`src/hw/rtl/icer_pkg.sv`:
```
// shared types and constants for the edge-replicating image convolution block
// no dependencies
package icer_pkg;

    localparam int MAX_KERNEL_SIDE = 7;
    localparam int MAX_FRAME_WIDTH = 1024;
    localparam int HEIGHT_CAP      = 1024;
    localparam int COEF_COUNT      = MAX_KERNEL_SIDE * MAX_KERNEL_SIDE;

    localparam int SIDE_W  = 3;
    localparam int DIV_W   = 15;
    localparam int SIZE_W  = 11;
    localparam int COORD_W = 10;
    localparam int PIX_W   = 16;
    localparam int IDX_W   = 6;
    localparam int SLOT_W  = 3;
    localparam int ACC_W   = 38;
    localparam int CNT_W   = 6;

    localparam int IN_DATA_W  = 40;
    localparam int OUT_DATA_W = 40;
    localparam int CFG_IDX_W  = 8;
    localparam int CFG_DATA_W = 16;

    // register indexes
    localparam logic [CFG_IDX_W-1:0] REG_KERNEL_SIDE  = 8'd0;
    localparam logic [CFG_IDX_W-1:0] REG_DIVISOR      = 8'd1;
    localparam logic [CFG_IDX_W-1:0] REG_FRAME_WIDTH  = 8'd2;
    localparam logic [CFG_IDX_W-1:0] REG_FRAME_HEIGHT = 8'd3;

    // beat kinds on s_tuser
    localparam logic REQ_COEF  = 1'b0;
    localparam logic REQ_PIXEL = 1'b1;

    typedef struct packed {
        logic accept;
        logic setup;
        logic tap_issue;
        logic div_start;
        logic emit_adv;
    } icer_cmd_t;

    typedef struct packed {
        logic window_ok;
        logic last_tap;
        logic pipe_busy;
        logic div_busy;
        logic emit_last;
    } icer_status_t;

endpackage

```
`src/hw/rtl/icer_ctrl.sv`:
```
// sequencing state machine for the convolution block
// depends on icer_pkg
module icer_ctrl (
    input  logic                 aclk,
    input  logic                 aresetn,
    input  logic                 s_tvalid,
    input  logic                 s_kind,
    output logic                 s_tready,
    output logic                 m_tvalid,
    input  logic                 m_tready,
    output icer_pkg::icer_cmd_t  cmd,
    input  icer_pkg::icer_status_t st
);
    import icer_pkg::*;

    typedef enum logic [5:0] {
        S_IDLE  = 6'b000001,
        S_SETUP = 6'b000010,
        S_TAPS  = 6'b000100,
        S_DRAIN = 6'b001000,
        S_DIV   = 6'b010000,
        S_EMIT  = 6'b100000
    } state_t;

    state_t state_reg, state_next;

    assign s_tready = (state_reg == S_IDLE);
    assign m_tvalid = (state_reg == S_EMIT);

    // next state and commands
    always_comb begin
        state_next    = state_reg;
        cmd           = '0;
        cmd.accept    = s_tvalid && (state_reg == S_IDLE);
        unique case (state_reg)
            S_IDLE: begin
                if (s_tvalid && s_kind == REQ_PIXEL) state_next = S_SETUP;
            end
            S_SETUP: begin
                cmd.setup  = 1'b1;
                state_next = st.window_ok ? S_TAPS : S_IDLE;
            end
            S_TAPS: begin
                cmd.tap_issue = 1'b1;
                if (st.last_tap) state_next = S_DRAIN;
            end
            S_DRAIN: begin
                if (!st.pipe_busy) begin
                    cmd.div_start = 1'b1;
                    state_next    = S_DIV;
                end
            end
            S_DIV: begin
                if (!st.div_busy) state_next = S_EMIT;
            end
            S_EMIT: begin
                if (m_tready) begin
                    cmd.emit_adv = 1'b1;
                    if (st.emit_last) state_next = S_IDLE;
                end
            end
            default: state_next = S_IDLE;
        endcase
    end

    always_ff @(posedge aclk) begin
        if (!aresetn) state_reg <= S_IDLE;
        else          state_reg <= state_next;
    end

    // results only go out once the sum and the quotient are settled
    a_emit_settled: assert property (@(posedge aclk) disable iff (!aresetn)
        (state_reg == S_EMIT) |-> (!st.div_busy && !st.pipe_busy))
        else $error("result shown before quotient settled");
    a_taps_end: assert property (@(posedge aclk) disable iff (!aresetn)
        (state_reg == S_TAPS && st.last_tap) |=> (state_reg == S_DRAIN))
        else $error("tap walk did not end on last tap");
    a_div_runs: assert property (@(posedge aclk) disable iff (!aresetn)
        cmd.div_start |=> st.div_busy)
        else $error("divider did not start");

endmodule

```
`config.mk`:
```
export PLATFORM = sky130hd
export DESIGN_NAME = icer_ctrl
export DESIGN_NICKNAME = d
export VERILOG_FILES = /design/src/hw/rtl/icer_pkg.sv /design/src/hw/rtl/icer_ctrl.sv
export SDC_FILE = /design/constraint.sdc
export NUM_CORES = 1
export LEC_CHECK = 0
export BUFFER_PORTS_ARGS = -buffer_cell sky130_fd_sc_hd__clkbuf_2
export CAP_MARGIN = 10
export CORE_UTILIZATION = 30
export CTS_CLUSTER_DIAMETER = 50
export DETAILED_ROUTE_END_ITERATION = 8
export GPL_TIMING_DRIVEN = 0
export HOLD_SLACK_MARGIN = 0.05
export PLACE_DENSITY = 0.55
export SLEW_MARGIN = 15
export SYNTH_ARGS = -nofsm -noshare
export SYNTH_HDL_FRONTEND = slang
export SYNTH_SLANG_ARGS = --single-unit
```
`constraint.sdc`:
```
create_clock -name aclk -period 3.81 [get_ports aclk]
set_input_delay 0.5715 -clock aclk [delete_from_list [all_inputs] [get_ports aclk]]
set_output_delay 0.5715 -clock aclk [all_outputs]
set_load 0.03 [all_outputs]
```
# After elaboration in Yosys (flattened, before gate mapping)
# Cells that the tools add are included.
dict set report classes {
  eq_ne 12
  mux 14
  reduce_logical 3
}
# cell n
set ops {}
lappend ops {{$mux 6} 6}
lappend ops {{$pmux 6 s6} 1}
lappend ops {{$eq 6x1->1 const B} 1}
lappend ops {{$eq 6x2->1 const B} 1}
lappend ops {{$eq 6x3->1 const B} 1}
lappend ops {{$eq 6x4->1 const B} 1}
lappend ops {{$eq 6x5->1 const B} 1}
lappend ops {{$eq 6x6->1 const B} 1}
lappend ops {{$mux 1} 6}
lappend ops {{$ne 2x1->1 const B} 3}
lappend ops {{$ne 2x2->1 const B} 3}
lappend ops {{$reduce_and 6->1} 1}
lappend ops {{$mux 3} 1}
lappend ops {{$logic_and 1x1->1} 2}
dict set report totals {
  reg_bits 6
}

# Depth between registers and ports, before layout
dict set report logic_depth {
  depth_word 3
  mapped_depth 7
  mapped_depth_nobuf 5
}

# Worst setup path after synthesis
# No wires, ideal clock.
dict set report synth_timing {
  kind {flip-flop to output port}
  startpoint {register state_reg[4]}
  endpoint {output port cmd[3] (netlist name)}
  arrival_time_ps 1708
  required_time_ps 3239
  path_slack_ps 1531
  path_stages_with_launch 4
  n_path_buf 1
  cell_sequence {dfxtp_1 > buf_2 > or4_1 > nor3b_1}
}
# element line_no
set synth_lines {}
lappend synth_lines {{from (decl)} icer_ctrl.sv:25} ;# state_t state_reg, state_next;
lappend synth_lines {{from (signal assigned)} icer_ctrl.sv:68} ;# else state_reg <= state_next;
lappend synth_lines {{to (decl)} icer_ctrl.sv:11} ;# output icer_pkg::icer_cmd_t cmd,

==> results.sh <==
export IMPL_finalWorstSetupSlack_ns=1.42
export IMPL_dpl_cell_area_um2=523
export IMPL_r2r_slack_ns=2.01
export IMPL_tightest_slew_ns=0.411
export IMPL_n_fill_cell=140
export IMPL_multi_input_area_um2=268
export IMPL_reg2regPathDepth=6
export IMPL_drc=0
export IMPL_hold_buffers=0
export IMPL_numCtsBuffers=3
export IMPL_path_clk_slew_ns=0.04
export IMPL_synth_edf_count=0
export IMPL_ys_top_cells_by_count="6 x dfxtp_1, 4 x nor3_1, 4 x nor4_1"
export IMPL_worst_hold_slack_ns=0.559
export IMPL_wl_mm=1.04
export IMPL_fin_crit_sh=0.628
export IMPL_port_buffers=16
export IMPL_ys_flop_type="dfxtp_1"
export IMPL_hp_class="flip-flop to flip-flop"
export IMPL_cp_required_ns=3.24
export IMPL_whs_path_depth=2
export IMPL_end_kind="primary output"
export IMPL_peakVddDrop_mv=0.200
export IMPL_worstSetupPathType="flip-flop to primary output"
export IMPL_grt_total_usage=0.153
export IMPL_fin_skew_ns=0.00228
export IMPL_io_pins=17
export IMPL_avgSynthCellArea_um2=8.16
export IMPL_pre_cts_slack_ns=1.68
export IMPL_slew_violations=0
export IMPL_finalCriticalPeriod_ns=2.39
export IMPL_fin_area_um2=546
export IMPL_grt_max_degree=11
export IMPL_grt_pass1_vias=356
export IMPL_r2r_start="state_reg[3]"
export IMPL_synth_area_um2=424
export IMPL_cts_root_buf="clkbuf_4"
export IMPL_cts_sinks=6
export IMPL_yosysWarnings=0
export IMPL_wire_per_inst_um=12.1
export IMPL_syn2layout_area_growth_pct=28.6
export IMPL_status="finished, final reports clean"
export IMPL_async_reset_ff_frac=0
export IMPL_vias_per_cell=5.24
export IMPL_cp_data_arrival_time_ns=1.82
export IMPL_synth_cells=52
export IMPL_ys_top_cells_by_area="dfxtp_1 28%, and3b_1 6.2%, nor4_1 5.9%"
export IMPL_synth_fp_nets=62
export IMPL_tns_ns=0
export IMPL_vias=451
export IMPL_hold_start="state_reg[5]"
export IMPL_fmax_mhz=418
export IMPL_drt_iter0_markers=9
export IMPL_gr_total_overflow=0
export IMPL_die_w_um=39.6
export IMPL_first_pass_iters=4
export IMPL_final_cells=86
export IMPL_diodes=0
export IMPL_power_density_nw_per_um2=403
export IMPL_setup_viol=0
export IMPL_ys_seq_area_frac=0.283
export IMPL_p_leak_nw=0.245
export IMPL_dp_cells=83
export IMPL_cts_tree="done"
export IMPL_core_um2=1300
export IMPL_dp_hpwl_um=780
export IMPL_ant_nets=0
export IMPL_layout_area_seq_um2=120
export IMPL_synth_seq_cells=6
export IMPL_slew_headroom=0.723
export IMPL_worstPathMaxFanout=10
export IMPL_htree_levels=1
export IMPL_dieArea_um2=1570
export IMPL_clock_path_buffers=2
export IMPL_insertion_delay_ns=0.24
export IMPL_yosysMostFrequentCell="dfxtp_1"
export IMPL_synthDominantCellAreaShare=0.283
export IMPL_postCtsResizedCells=0
export IMPL_drive_gt1_frac=0.352
export IMPL_gp_congestion=0.739
export IMPL_die_h_um=39.6
export IMPL_cts_setup_buffers=0
export IMPL_hold_violations=0
export IMPL_antenna_found_initial=0
export IMPL_worstReg2RegEnd="state_reg[5]"
export IMPL_largest_reg_flops=6
export IMPL_power_total_mw=0.220
export IMPL_holdPathEnd="state_reg[5]"
export IMPL_num_nets_final=83
export IMPL_start_util=0.326
export IMPL_synth_top_area_cell="dfxtp_1"
export IMPL_cap_violations=0
export IMPL_grt_pass1_wl_mm=1.60
export IMPL_critPathLaunchType="flip-flop"
export IMPL_final_core_util=0.419
export IMPL_synth_cell_types=29
export IMPL_rsz0062_at_grt="no"
export IMPL_num_rows=13
[cells by family after synthesis]
logic type / synth area share
xor gates and xnor gates: 0.0207
muxes: 0.0236
AOI/OAI and AO/OA: 0.159
and+or+nand+nor: 0.428
DFF: 0.283
buffers and inverters: 0.0856
[worst max-delay path, cell delays in order, from the launching register on]
cell,delay (ns)
dfxtp_1,0.29
buf_2,0.17
or4_1,0.55
nor3_1,0.24
buf_4,0.15
clkbuf_2,0.19
[layer usage]
layer	track usage	share of wire	vias to the layer above
li1	-	-	235
met1	0.203	0.50	193
met2	0.225	0.43	23
met3	0.0682	0.068	0
met4	0.0259	0	0
met5	0	0	-
[worst max-delay path by stage]
stage	endpoint	depth (start not counted)	slack, ns	start
floorplan	cmd[3]	3	1.53	state_reg[4]
global placement	cmd[2]	5	1.69	state_reg[4]
detailed placement	cmd[2]	5	1.68	state_reg[4]
CTS	cmd[2]	5	1.41	state_reg[4]
global route	cmd[2]	5	1.30	state_reg[4]
finish	cmd[2]	5	1.42	state_reg[4]
[placed cells by master (no fill, tap or decap)]
| cell | Yosys | layout |
|---|---|---|
| nor3b_1 | 1 | 1 |
| nor3_1 | 4 | 4 |
| nand4b_1 | 1 | 1 |
| buf_4 | 1 | 1 |
| nand3b_1 | 1 | 1 |
| nor4_1 | 4 | 4 |
| clkbuf_4 | 0 | 3 |
| or4_1 | 2 | 2 |
| a22oi_1 | 1 | 1 |
| and3b_1 | 3 | 3 |
| o311ai_1 | 1 | 1 |
| a31oi_1 | 1 | 1 |
| inv_1 | 2 | 2 |
| a211oi_2 | 1 | 1 |
| or3b_2 | 1 | 1 |
| a221o_1 | 1 | 1 |
| buf_6 | 1 | 1 |
| dfxtp_1 | 6 | 6 |
| or3_1 | 1 | 1 |
| a21oi_1 | 2 | 2 |
| and3_1 | 1 | 1 |
| nand2_1 | 3 | 3 |
| nor2b_1 | 2 | 2 |
| mux2i_1 | 1 | 1 |
| nor2_1 | 2 | 2 |
| clkbuf_2 | 0 | 16 |
| xnor2_1 | 1 | 1 |
| and2_1 | 3 | 3 |
| buf_2 | 2 | 2 |
| a211oi_1 | 1 | 1 |
| o21ai_0 | 1 | 1 |
[power by group]
group	total [mW]	internal (mW)	switching (mW)
registers	0.0737	0.0680	0.00570
logic	0.0891	0.0405	0.0486
clock network	0.0568	0.0355	0.0213
[final cells by class]
cell class,instances,area share
Inverter,2,0.0138
Sequential cell,6,0.220
Tap cell,15,0.0344
Multi-Input combinational cell,40,0.491
Buffer,4,0.0528
Clock buffer,3,0.0413
Timing Repair Buffer,16,0.147
Power figures use the tool's default switching activity.
